### src/hdl/b37c_pkg.sv
// Shared types, constants and character mapping functions of the base-37 name codec.
`timescale 1ns / 1ps
package b37c_pkg;

  localparam int unsigned IN_TDATA_W  = 72;
  localparam int unsigned OUT_TDATA_W = 80;
  localparam int unsigned VAL_W       = 63;
  localparam int unsigned DIG_W       = 6;
  localparam int unsigned POS_W       = 4;

  localparam logic [63:0] RADIX_POW12 = 64'h5b5b57f8a98a5dd1;
  localparam logic [POS_W-1:0] DEC_DIGITS = 4'd12;

  localparam int unsigned CHUNK_W     = 16;
  localparam int unsigned DIV_CHUNKS  = 4;
  localparam int unsigned REM_X_W     = DIG_W + CHUNK_W;
  localparam int unsigned PROD_W      = 2 * REM_X_W;
  localparam int unsigned RECIP_SHIFT = 27;
  localparam logic [REM_X_W-1:0] RECIP_M = 22'd3627506;
  localparam logic [REM_X_W-1:0] RADIX_X = 22'd37;
  localparam logic [2:0] DIV_LAST = 3'(2 * DIV_CHUNKS - 1);

  typedef enum logic [1:0] {
    KIND_ENC  = 2'd0,
    KIND_CHAR = 2'd1,
    KIND_BAD  = 2'd2
  } b37c_kind_e;

  typedef struct packed {
    logic             done;
    logic [VAL_W-1:0] quot;
    logic [DIG_W-1:0] rem;
  } b37c_div_res_t;

  function automatic logic [DIG_W-1:0] digit_of(input logic [7:0] c);
    logic [DIG_W-1:0] d;
    d = '0;
    case (c) inside
      [8'd65:8'd90]:  d = 6'(c - 8'd64);
      [8'd97:8'd122]: d = 6'(c - 8'd96);
      [8'd48:8'd57]:  d = 6'(c - 8'd21);
      default:        d = '0;
    endcase
    return d;
  endfunction

  function automatic logic [7:0] digit_char(input logic [DIG_W-1:0] d);
    logic [7:0] c;
    c = '0;
    case (d) inside
      6'd0:           c = 8'd95;
      [6'd1:6'd26]:   c = {2'b00, d} + 8'd96;
      [6'd27:6'd36]:  c = {2'b00, d} + 8'd21;
      default:        c = '0;
    endcase
    return c;
  endfunction

endpackage

### src/hdl/b37c_div37.sv
// Iterative divide-by-37 unit: 16-bit chunks, reciprocal multiply and one correction step.
`timescale 1ns / 1ps
module b37c_div37 (
  input  logic                       clk_i,
  input  logic                       rst_ni,
  input  logic                       start_i,
  input  logic [b37c_pkg::VAL_W-1:0] dividend_i,
  output b37c_pkg::b37c_div_res_t    res_o
);
  import b37c_pkg::*;

  logic                  busy_q;
  logic                  done_q;
  logic [2:0]            cnt_q;
  logic [63:0]           num_q;
  logic [VAL_W-1:0]      quot_q;
  logic [DIG_W-1:0]      rem_q;
  logic [PROD_W-1:0]     prod_q;
  logic [PROD_W-1:0]     prod_d;
  logic [REM_X_W-1:0]    x;
  logic [CHUNK_W-1:0]    q0;
  logic [REM_X_W-1:0]    q0_ext;
  logic [REM_X_W-1:0]    r0;
  logic [CHUNK_W-1:0]    q_fix;
  logic [DIG_W-1:0]      r_fix;

  assign x      = {rem_q, num_q[63 -: CHUNK_W]};
  assign prod_d = PROD_W'(x) * PROD_W'(RECIP_M);
  assign q0     = prod_q[RECIP_SHIFT +: CHUNK_W];
  assign q0_ext = REM_X_W'(q0);
  assign r0     = x - ((q0_ext << 5) + (q0_ext << 2) + q0_ext);

  always_comb begin
    if (r0 >= RADIX_X) begin
      q_fix = q0 + CHUNK_W'(1);
      r_fix = DIG_W'(r0 - RADIX_X);
    end else begin
      q_fix = q0;
      r_fix = r0[DIG_W-1:0];
    end
  end

  always_ff @(posedge clk_i or negedge rst_ni) begin
    if (!rst_ni) begin
      busy_q <= 1'b0;
      done_q <= 1'b0;
      cnt_q  <= '0;
    end else begin
      done_q <= 1'b0;
      if (start_i) begin
        busy_q <= 1'b1;
        cnt_q  <= '0;
      end else if (busy_q) begin
        cnt_q <= cnt_q + 3'd1;
        if (cnt_q == DIV_LAST) begin
          busy_q <= 1'b0;
          done_q <= 1'b1;
        end
      end
    end
  end

  always_ff @(posedge clk_i) begin
    if (start_i) begin
      num_q  <= {1'b0, dividend_i};
      rem_q  <= '0;
      quot_q <= '0;
    end else if (busy_q) begin
      if (!cnt_q[0]) begin
        prod_q <= prod_d;
      end else begin
        quot_q <= {quot_q[VAL_W-1-CHUNK_W:0], q_fix};
        rem_q  <= r_fix;
        num_q  <= {num_q[63-CHUNK_W:0], CHUNK_W'(0)};
      end
    end
  end

  assign res_o.done = done_q;
  assign res_o.quot = quot_q;
  assign res_o.rem  = rem_q;

endmodule

### src/hdl/base37_name_codec.sv
// Top level of the base-37 name codec: stream ports, sequencer, accumulator and digit store.
`timescale 1ns / 1ps
// Encode requests (tuser 0) carry one character each and are taken one per cycle; a
// request with tlast set closes the name, and the block then strips trailing underscores
// with the shared divide-by-37 unit before it offers the packed value. Decode requests
// (tuser 1) run the same unit once per digit and then emit one result per character; a
// value that is out of range gives one invalid result, as does one with a zero low digit.
// The input is not ready while a name is being stripped or a value decoded; a finished
// result waits in the output register.
module base37_name_codec_core #(
  parameter int unsigned MAX_CHARS = 12
) (
  input  logic                             clk_i,
  input  logic                             rst_ni,
  input  logic                             s_axis_tvalid_i,
  output logic                             s_axis_tready_o,
  // [7:0] char_code, [71:8] packed_value
  input  logic [b37c_pkg::IN_TDATA_W-1:0]  s_axis_tdata_i,
  // [0] mode
  input  logic                             s_axis_tuser_i,
  input  logic                             s_axis_tlast_i,
  output logic                             m_axis_tvalid_o,
  input  logic                             m_axis_tready_i,
  // [62:0] packed_out, [70:63] char_out, [74:71] char_position, [79:75] zero
  output logic [b37c_pkg::OUT_TDATA_W-1:0] m_axis_tdata_o,
  // [1:0] kind
  output logic [1:0]                       m_axis_tuser_o,
  output logic                             m_axis_tlast_o
);
  import b37c_pkg::*;

  localparam int unsigned CntW = $clog2(MAX_CHARS + 1);

  typedef enum logic [4:0] {
    S_IDLE  = 5'b00001,
    S_START = 5'b00010,
    S_WAIT  = 5'b00100,
    S_EMIT  = 5'b01000,
    S_PUT   = 5'b10000
  } b37c_state_e;

  b37c_state_e     state_q;
  logic [VAL_W-1:0] run_q, run_d;
  logic [CntW-1:0]  ccnt_q, ccnt_d;
  logic             ended_q, ended_d;
  logic [VAL_W-1:0] work_q;
  logic             dec_q;
  logic             bad_q;
  logic [POS_W-1:0] ndig_q;
  logic [POS_W-1:0] pos_q;
  logic [DIG_W-1:0] dig_q [DEC_DIGITS];

  logic             out_valid_q;
  b37c_kind_e       out_kind_q;
  logic [VAL_W-1:0] out_packed_q;
  logic [7:0]       out_char_q;
  logic [POS_W-1:0] out_pos_q;
  logic             out_last_q;

  b37c_div_res_t    div_res;
  logic             s_fire;
  logic             out_free;
  logic [7:0]       in_char;
  logic [63:0]      in_raw;
  logic             raw_bad;
  logic [DIG_W-1:0] in_dig;
  logic [POS_W-1:0] emit_idx;
  logic             emit_load;
  logic             put_load;

  assign s_axis_tready_o = (state_q == S_IDLE);
  assign s_fire          = s_axis_tvalid_i && s_axis_tready_o;
  assign out_free        = !out_valid_q || m_axis_tready_i;
  assign in_char         = s_axis_tdata_i[7:0];
  assign in_raw          = s_axis_tdata_i[71:8];
  assign in_dig          = digit_of(in_char);
  assign raw_bad         = in_raw[63] || (in_raw == 64'd0) || (in_raw >= RADIX_POW12);
  assign emit_idx        = ndig_q - POS_W'(1);
  assign emit_load       = (state_q == S_EMIT) && out_free;
  assign put_load        = (state_q == S_PUT) && out_free;

  b37c_div37 u_div (
    .clk_i      (clk_i),
    .rst_ni     (rst_ni),
    .start_i    (state_q == S_START),
    .dividend_i (work_q),
    .res_o      (div_res)
  );

  always_comb begin
    run_d   = run_q;
    ccnt_d  = ccnt_q;
    ended_d = ended_q;
    if (!ended_q && (ccnt_q < CntW'(MAX_CHARS))) begin
      if (in_char == 8'd0) begin
        ended_d = 1'b1;
      end else begin
        run_d  = (run_q << 5) + (run_q << 2) + run_q + VAL_W'(in_dig);
        ccnt_d = ccnt_q + CntW'(1);
      end
    end
  end

  always_ff @(posedge clk_i or negedge rst_ni) begin
    if (!rst_ni) begin
      state_q <= S_IDLE;
      run_q   <= '0;
      ccnt_q  <= '0;
      ended_q <= 1'b0;
      work_q  <= '0;
      dec_q   <= 1'b0;
      bad_q   <= 1'b0;
      ndig_q  <= '0;
      pos_q   <= '0;
    end else begin
      case (state_q)
        S_IDLE: begin
          if (s_fire && !s_axis_tuser_i) begin
            if (s_axis_tlast_i) begin
              work_q  <= run_d;
              run_q   <= '0;
              ccnt_q  <= '0;
              ended_q <= 1'b0;
              dec_q   <= 1'b0;
              bad_q   <= 1'b0;
              state_q <= S_START;
            end else begin
              run_q   <= run_d;
              ccnt_q  <= ccnt_d;
              ended_q <= ended_d;
            end
          end else if (s_fire) begin
            dec_q  <= 1'b1;
            ndig_q <= '0;
            if (raw_bad) begin
              bad_q   <= 1'b1;
              state_q <= S_PUT;
            end else begin
              work_q  <= in_raw[VAL_W-1:0];
              state_q <= S_START;
            end
          end
        end
        S_START: begin
          state_q <= S_WAIT;
        end
        S_WAIT: begin
          if (div_res.done) begin
            if (!dec_q) begin
              if ((work_q != '0) && (div_res.rem == '0)) begin
                work_q  <= div_res.quot;
                state_q <= S_START;
              end else begin
                state_q <= S_PUT;
              end
            end else if ((ndig_q == '0) && (div_res.rem == '0)) begin
              bad_q   <= 1'b1;
              state_q <= S_PUT;
            end else begin
              ndig_q <= ndig_q + POS_W'(1);
              work_q <= div_res.quot;
              if ((div_res.quot != '0) && (ndig_q < DEC_DIGITS - POS_W'(1))) begin
                state_q <= S_START;
              end else begin
                pos_q   <= '0;
                state_q <= S_EMIT;
              end
            end
          end
        end
        S_EMIT: begin
          if (emit_load) begin
            ndig_q <= emit_idx;
            pos_q  <= pos_q + POS_W'(1);
            if (ndig_q == POS_W'(1)) begin
              state_q <= S_IDLE;
            end
          end
        end
        S_PUT: begin
          if (put_load) begin
            state_q <= S_IDLE;
          end
        end
        default: begin
          state_q <= S_IDLE;
        end
      endcase
    end
  end

  always_ff @(posedge clk_i) begin
    if ((state_q == S_WAIT) && div_res.done && dec_q) begin
      dig_q[ndig_q] <= div_res.rem;
    end
  end

  always_ff @(posedge clk_i or negedge rst_ni) begin
    if (!rst_ni) begin
      out_valid_q <= 1'b0;
    end else if (emit_load || put_load) begin
      out_valid_q <= 1'b1;
    end else if (m_axis_tready_i) begin
      out_valid_q <= 1'b0;
    end
  end

  always_ff @(posedge clk_i) begin
    if (emit_load) begin
      out_kind_q   <= KIND_CHAR;
      out_packed_q <= '0;
      out_char_q   <= digit_char(dig_q[emit_idx]);
      out_pos_q    <= pos_q;
      out_last_q   <= (ndig_q == POS_W'(1));
    end else if (put_load) begin
      out_kind_q   <= bad_q ? KIND_BAD : KIND_ENC;
      out_packed_q <= bad_q ? '0 : work_q;
      out_char_q   <= '0;
      out_pos_q    <= '0;
      out_last_q   <= 1'b1;
    end
  end

  assign m_axis_tvalid_o = out_valid_q;
  assign m_axis_tuser_o  = out_kind_q;
  assign m_axis_tlast_o  = out_last_q;
  assign m_axis_tdata_o  = {5'd0, out_pos_q, out_char_q, out_packed_q};

endmodule

### config.mk
export PLATFORM = sky130hd
export DESIGN_NAME = base37_name_codec_core
export DESIGN_NICKNAME = d
export VERILOG_FILES = /design/src/hdl/b37c_pkg.sv /design/src/hdl/b37c_div37.sv /design/src/hdl/base37_name_codec.sv
export SDC_FILE = /design/constraint.sdc
export NUM_CORES = 2
export LEC_CHECK = 0
export BUFFER_PORTS_ARGS = -buffer_cell sky130_fd_sc_hd__buf_2
export CORE_ASPECT_RATIO = 1.1
export CORE_MARGIN = 2
export CORE_UTILIZATION = 64
export CTS_CLUSTER_DIAMETER = 150
export DETAILED_ROUTE_END_ITERATION = 7
export PLACE_DENSITY = 0.83
export RECOVER_POWER = 100
export SLEW_MARGIN = 10
export SYNTH_ARGS = -nofsm -noshare
export SYNTH_HDL_FRONTEND = slang
export SYNTH_SLANG_ARGS = --single-unit
### constraint.sdc
create_clock -name clk_i -period 9.07 [get_ports clk_i]
set_input_delay 2.721 -clock clk_i [delete_from_list [all_inputs] [get_ports clk_i]]
set_output_delay 2.721 -clock clk_i [all_outputs]
set_load 0.005 [all_outputs]
# --- After elaboration in Yosys (flattened, before gate mapping) ---
# Memory sizes are Yosys's and may differ from the RTL's.
# Index checks and enable logic that the tools add are counted.
op_classes:
  add_sub_neg: 18
  n_reduce_logical: 51
  mux: 85
  bitwise_logic: 2
  multipliers: 1
  n_eq_ne: 25
  n_lt_le_gt_ge: 14
op_table:
  columns: ["cell", "n"]
  rows:
  - ["63-bit 2-to-1 mux", 15]
  - ["63-bit adder", 2]
  - ["63-bit case mux with 2 select lines", 1]
  - ["63-bit nonzero test", 2]
  - ["4-bit 2-to-1 mux", 17]
  - ["64-bit by 63-bit greater-or-equal comparator with 1-bit output, second input constant", 1]
  - ["64-bit zero test", 1]
  - ["63-bit by 6-bit adder with 63-bit output", 1]
  - ["5-bit 2-to-1 mux", 11]
  - ["22-bit by 21-bit multiplier with 42-bit output, second input constant", 1]
  - ["8-bit 2-to-1 mux", 4]
  - ["5-bit case mux with 5 select lines", 1]
  - ["1-bit 2-to-1 mux", 24]
  - ["6-bit 2-to-1 mux", 4]
  - ["21-bit by 18-bit adder with 22-bit output", 1]
  - ["22-bit by 16-bit adder with 22-bit output", 1]
  - ["22-bit by 6-bit greater-or-equal comparator with 1-bit output, second input constant", 1]
  - ["22-bit subtractor", 1]
  - ["7-bit AND reduction", 3]
  - ["2-bit != test, second input constant", 9]
  - ["2-bit nonzero test", 9]
  - ["16-bit by 1-bit adder with 16-bit output, second input constant", 1]
  - ["8-bit by 7-bit greater-or-equal comparator with 1-bit output, second input constant", 2]
  - ["8-bit by 7-bit less-or-equal comparator with 1-bit output, second input constant", 2]
  - ["45 further kinds", 81]
word_totals:
  register_bits: 405
  ram_bits: 72
  mem_count: 1
  wordCells: 220
  in_bits: 78
mem_list:
  columns: ["memory", "depth", "width", "rd", "rd_ports_with_merged_regs", "wr", "line_no", "source"]
  rows:
  - ["dig_q", 12, 6, 1, 0, 1, "base37_name_codec.sv:51", "logic [DIG_W-1:0] dig_q [DEC_DIGITS];"]

# --- Longest topological paths before layout ---
logic_depth:
  depth_word: 11
  mapped_depth: 26

# --- Modules after synthesis ---
# A second synthesis with hierarchy kept.
unflattened:
  cells_unflattened: 3517
  hier_area_um2: 35988.3
modules_own_cells:
  columns: ["module", "area_each_um2", "cells_each", "n_inst"]
  rows:
  - ["base37_name_codec_core", 20019.2, 2097, 1]
  - ["b37c_div37", 15969.1, 1420, 1]

# --- Worst setup path before layout ---
# OpenSTA, ideal clock, no wires.
synth_timing:
  kind: "input to register"
  startpoint: "in s_axis_tdata_i[0] (netlist name)"
  endpoint: "reg work_q[62]"
  setup_slack_ns: 1.316
  setup_ns: 0.094
  t_arrival_ns: 7.660
  cell_stages: 24
  n_path_buf: 0
  cell_sequence: "inv_1 ha_1 o21ai_0 a21o_1 a31oi_1 a21o_1 a21oi_1 fa_1 inv_1 ha_1 ha_1 inv_1 fa_1 nand2b_1 a21oi_1 o21ai_0 a2111oi_0 o2111ai_1 a41oi_1 a21oi_1 a31o_2 mux2_2 mux2i_1 a211oi_1"
synth_between:
  elab_chain_len: 11
  word_cells_on_any_way: 22
  classes_between: "add/sub (4); order compare (6); mux (8); reduce/logical (4)"
synth_lines:
  columns: ["element", "line_no", "source"]
  rows:
  - ["start: declaration", "base37_name_codec.sv:18", "input logic [b37c_pkg::IN_TDATA_W-1:0] s_axis_tdata_i,"]
  - ["8-bit by 6-bit greater-or-equal comparator with 1-bit output (not written as such) or 8-bit by 6-bit less-or-equal comparator with 1-bit output (tied branches)", "base37_name_codec.sv:76", "assign in_dig = digit_of(in_char);"]
  - ["1-bit logical AND (not written as such)", "base37_name_codec.sv:76", null]
  - ["6-bit 2-to-1 mux (3 in series)", "b37c_pkg.sv:38", "case (c) inside"]
  - ["63-bit by 6-bit adder with 63-bit output", "base37_name_codec.sv:98", "run_d = (run_q << 5) + (run_q << 2) + run_q + VAL_W'(in_dig);"]
  - ["63-bit 2-to-1 mux *", "base37_name_codec.sv:95", "if (in_char == 8'd0) begin"]
  - ["63-bit 2-to-1 mux *", "base37_name_codec.sv:94", "if (!ended_q && (ccnt_q < CntW'(MAX_CHARS))) begin"]
  - ["63-bit 2-to-1 mux *", "base37_name_codec.sv:119", "if (s_axis_tlast_i) begin"]
  - ["63-bit 2-to-1 mux *", "base37_name_codec.sv:118", "if (s_fire && !s_axis_tuser_i) begin"]
  - ["63-bit case mux with 2 select lines *", "base37_name_codec.sv:116", "case (state_q)"]
  - ["end signal: assignment", "base37_name_codec.sv:120", "work_q <= run_d;"]
  - ["end signal: assignment", "base37_name_codec.sv:139", "work_q <= in_raw[VAL_W-1:0];"]
  - ["end signal: assignment", "base37_name_codec.sv:151", "work_q <= div_res.quot;"]
  - ["end: declaration", "base37_name_codec.sv:46", "logic [VAL_W-1:0] work_q;"]
# Every way passes the cells marked *; elsewhere a longest branch is shown, timed or not. The select of a mux whose other input is x is not followed.
# A chain may end at the register's enable or synchronous reset.

# --- Worst setup path in the final report ---
# Same ends and word-level chain as after synthesis.

==> reports/qor.yml <==
status:
  outcome: "finished with violations"
  violations: "capacitance limit, slew limit"
setup_path:
  startpoint_type: "input pin"
  crit_arrival_ns: 8.67
  crit_required_ns: 9.43
  criticalPathCategory: "input pin to flop"
  crit_path_end_kind: "flop"
  path_max_fanout: 6
clocking:
  htreeDepth: 2
  cts_tree: "done"
  cts_root_buffer: "clkbuf_16"
  clk_pin_slew_ns: 0.06
  ctsResizeCount: 0
  post_cts_buffers: 0
  cts_sinks: 451
  clk_latency_ns: 0.63
  postCtsHoldBufs: 0
  cts_made_buffers: 47
  clockBufferDepth: 3
global_route:
  grtUsageMet3: 0.08768
  antenna_found_initial: 2
  grt_usage: 0.3983
  globalRoute.busiestLayer: "met2"
  use_met2: 0.6609
  grt_max_degree: 116
  grt-ovfl-total: 0
  met1_usage: 0.4697
  grt_pass1_vias: 29230
  grt_first_pass_wirelength_um: 172800
synthesis:
  syn_area_um2: 35430
  synth_edf_count: 164
  synthCells: 3539
  synth_seq_cells: 451
  async_flop_share: 0.3370
  ys_types: 79
  synth_warnings: 0
  synth-seq-area-share: 0.3227
  ys.flop_type: "edfxtp_1"
  syn_area_per_cell_um2: 10.01
detailed_routing:
  detail-route-antenna-nets: 0
  firstDrtPassIters: 8
  num_vias: 28990
  wl_per_cell_um: 25.92
  drt_iter0_drc: 2824
  routed_wl_um: 113900
  post-route-drc-count: 0
  vias_per_cell: 6.596
place:
  hpwlAfterDp_um: 87530
  io_buffers: 157
  gp_congestion: 1.025
finish:
  multi_input_area_um2: 22020
  ff_latch_area_um2: 11430
  n_fill_cell: 3985
  final_nets: 4347
  drive_gt1_frac: 0.07242
  area_growth_pct: 8.473
  antenna_cells: 0
timing:
  tightest_slew_ns: 4.775
  skew_ns: 0.04088
  post-route-min-period_ns: 8.307
  drv_slew: 522
  setup_viol: 0
  rsz0062_at_grt: "false"
  max_freq_mhz: 120.4
  slew_headroom: -2.183
  hold_violations: 0
  tns_ns: 0
  fin_crit_sh: 0.9159
die:
  die_w_um: 228.3
  ioPinCount: 163
  row_count: 90
  die_h_um: 250.8
  core_um2: 54840
  start_util: 0.6460
  die-area_um2: 57250
hold_path:
  hold_class: "flop to flop"
job:
  drv_cap: 8
-- Yosys cell counts (8+ instances only) --
cell type | n | area share
nor2b_1 | 24 | 0.0042
or3_1 | 14 | 0.0025
a21oi_1 | 184 | 0.026
mux4_2 | 18 | 0.011
edfxtp_1 | 164 | 0.14
nand2b_1 | 22 | 0.0039
o21ai_0 | 140 | 0.020
nor4_1 | 53 | 0.0094
a31o_2 | 10 | 0.0025
and2_1 | 27 | 0.0048
buf_1 | 17 | 0.0018
inv_1 | 370 | 0.039
o21bai_1 | 18 | 0.0038
o211a_1 | 18 | 0.0051
o31ai_1 | 19 | 0.0040
dfxtp_1 | 135 | 0.076
xnor2_1 | 80 | 0.020
a31oi_1 | 55 | 0.0097
nand3b_1 | 10 | 0.0021
clkbuf_1 | 140 | 0.015
a21o_1 | 53 | 0.011
fa_1 | 295 | 0.17
a22o_1 | 147 | 0.036
nand2_1 | 382 | 0.040
mux2i_1 | 23 | 0.0065
nand3_1 | 53 | 0.0075
ha_1 | 354 | 0.13
nand4_1 | 52 | 0.0092
o21a_1 | 22 | 0.0047
xor2_1 | 30 | 0.0074
dfrtp_1 | 151 | 0.11
nor3_1 | 42 | 0.0059
nor2_1 | 184 | 0.019
o211ai_1 | 54 | 0.011
a41oi_1 | 8 | 0.0020
a211oi_1 | 22 | 0.0047
and3_1 | 19 | 0.0034
-- path summary, 6_finish.rpt --
path                              startpoint           endpoint  slack (ns)  depth (start not counted)
setup / recovery           s_axis_tdata_i[0]         work_q[62]        0.76                         27
hold / removal             m_axis_tuser_o[0]  m_axis_tuser_o[0]        0.46                          2
setup reg to reg              u_div.rem_q[4]   u_div.prod_q[42]        0.80                         23
hold reg to reg            m_axis_tuser_o[0]  m_axis_tuser_o[0]        0.46                          2
max in group asynchronous             rst_ni           run_q[9]        1.33                          2
min in group asynchronous             rst_ni           pos_q[1]        3.79                          1
-- cells by family (layout without fill, tap and decap cells) --
group / count (synthesis) / in the layout / synth area share
DFF: 451 / 451 / 0.3227
other: 1 / 6 / 0.0001059
adders and majority gates: 649 / 649 / 0.2917
xor gates and xnor gates: 110 / 110 / 0.02719
buffers and inverters: 536 / 651 / 0.05753
and+or+nand+nor: 919 / 919 / 0.1213
AOI/OAI and AO/OA: 825 / 825 / 0.1592
muxes: 48 / 48 / 0.02027
-- flip-flops by register name, summed over array words and instances (netlist names), 5 cells and up --
| name | flops |
|---|---|
| work_q | 63 |
| state_q | 5 |
| u_div.rem_q | 6 |
| u_div.quot_q | 63 |
| out_packed_q | 63 |
| out_char_q | 8 |
| run_q | 63 |
| u_div.prod_q | 16 |
| u_div.num_q | 64 |
| dig_q | 72 |
-- critical path, stage by stage --
cell	delay, ns
clkbuf_1	0.21
inv_1	0.13
ha_1	0.28
nand3b_1	0.11
nand3b_1	0.08
a31oi_1	0.35
a21o_1	0.13
a21oi_1	0.07
fa_1	0.49
inv_1	0.04
ha_1	0.27
ha_1	0.20
inv_1	0.07
fa_1	0.38
nand2b_1	0.20
a21oi_1	0.29
o21ai_0	0.18
a2111oi_1	0.43
clkbuf_1	0.38
o2111ai_1	0.20
a41oi_1	0.25
buf_4	0.18
a21oi_1	0.14
a31o_2	0.29
mux2_1	0.36
mux2i_1	0.19
a211oi_1	0.07
-- placed cells by master, fill, tap and decap left out, types with 52 or more instances in the layout --
cell type    n
a21o_1      53
a21oi_1    183
a22o_1     147
a31oi_1     55
buf_2      117
clkbuf_1    64
clkbuf_16   52
dfrtp_1    151
dfxtp_1    135
edfxtp_1   164
fa_1       295
ha_1       354
inv_1      370
nand2_1    382
nand3_1     53
nand4_1     52
nor2_1     182
nor4_1      53
o211ai_1    54
o21ai_0    141
xnor2_1     80
-- final cells by class --
| type | count | share of cell area |
|---|---|---|
| multi-input cells | 2557 | 0.5730 |
| flip-flops and latches | 451 | 0.2975 |
| inverters | 370 | 0.03614 |
| clock buffers | 63 | 0.03572 |
| repair buffers | 193 | 0.02461 |
| well taps | 736 | 0.02396 |
| clock inverters | 25 | 0.009117 |
-- through the flow --
step | hold slack (ns) | worst slack (ns) | util | std cells | instance area, um^2
finish | 0.4644 | 0.7628 | 0.7007 | 4395 | 38430
global route | 0.4810 | 0.4400 | 0.7007 | 4395 | 38430
CTS | 0.4605 | 1.219 | 0.7038 | 4395 | 38600
detailed placement | 0.4508 | 0.6005 | 0.6724 | 4307 | 36870
global placement | 0.4396 | 0.6846 | 0.6724 | 4307 | 36870
floorplan | 0.4358 | 1.316 | - | 3544 | 35450
-- layer usage --
metal  part of all wire  up-vias  wire length, um
met1               0.35    14130            39650
met3              0.099      491            11320
met2               0.47     1701            53880
met4              0.079        4             9039
li1                   -    12660                -
met5            0.00025        -               28
Power is left out: the tool's default activity adds up to more than one toggle a clock period on the data nets, which glitch-free logic cannot reach.
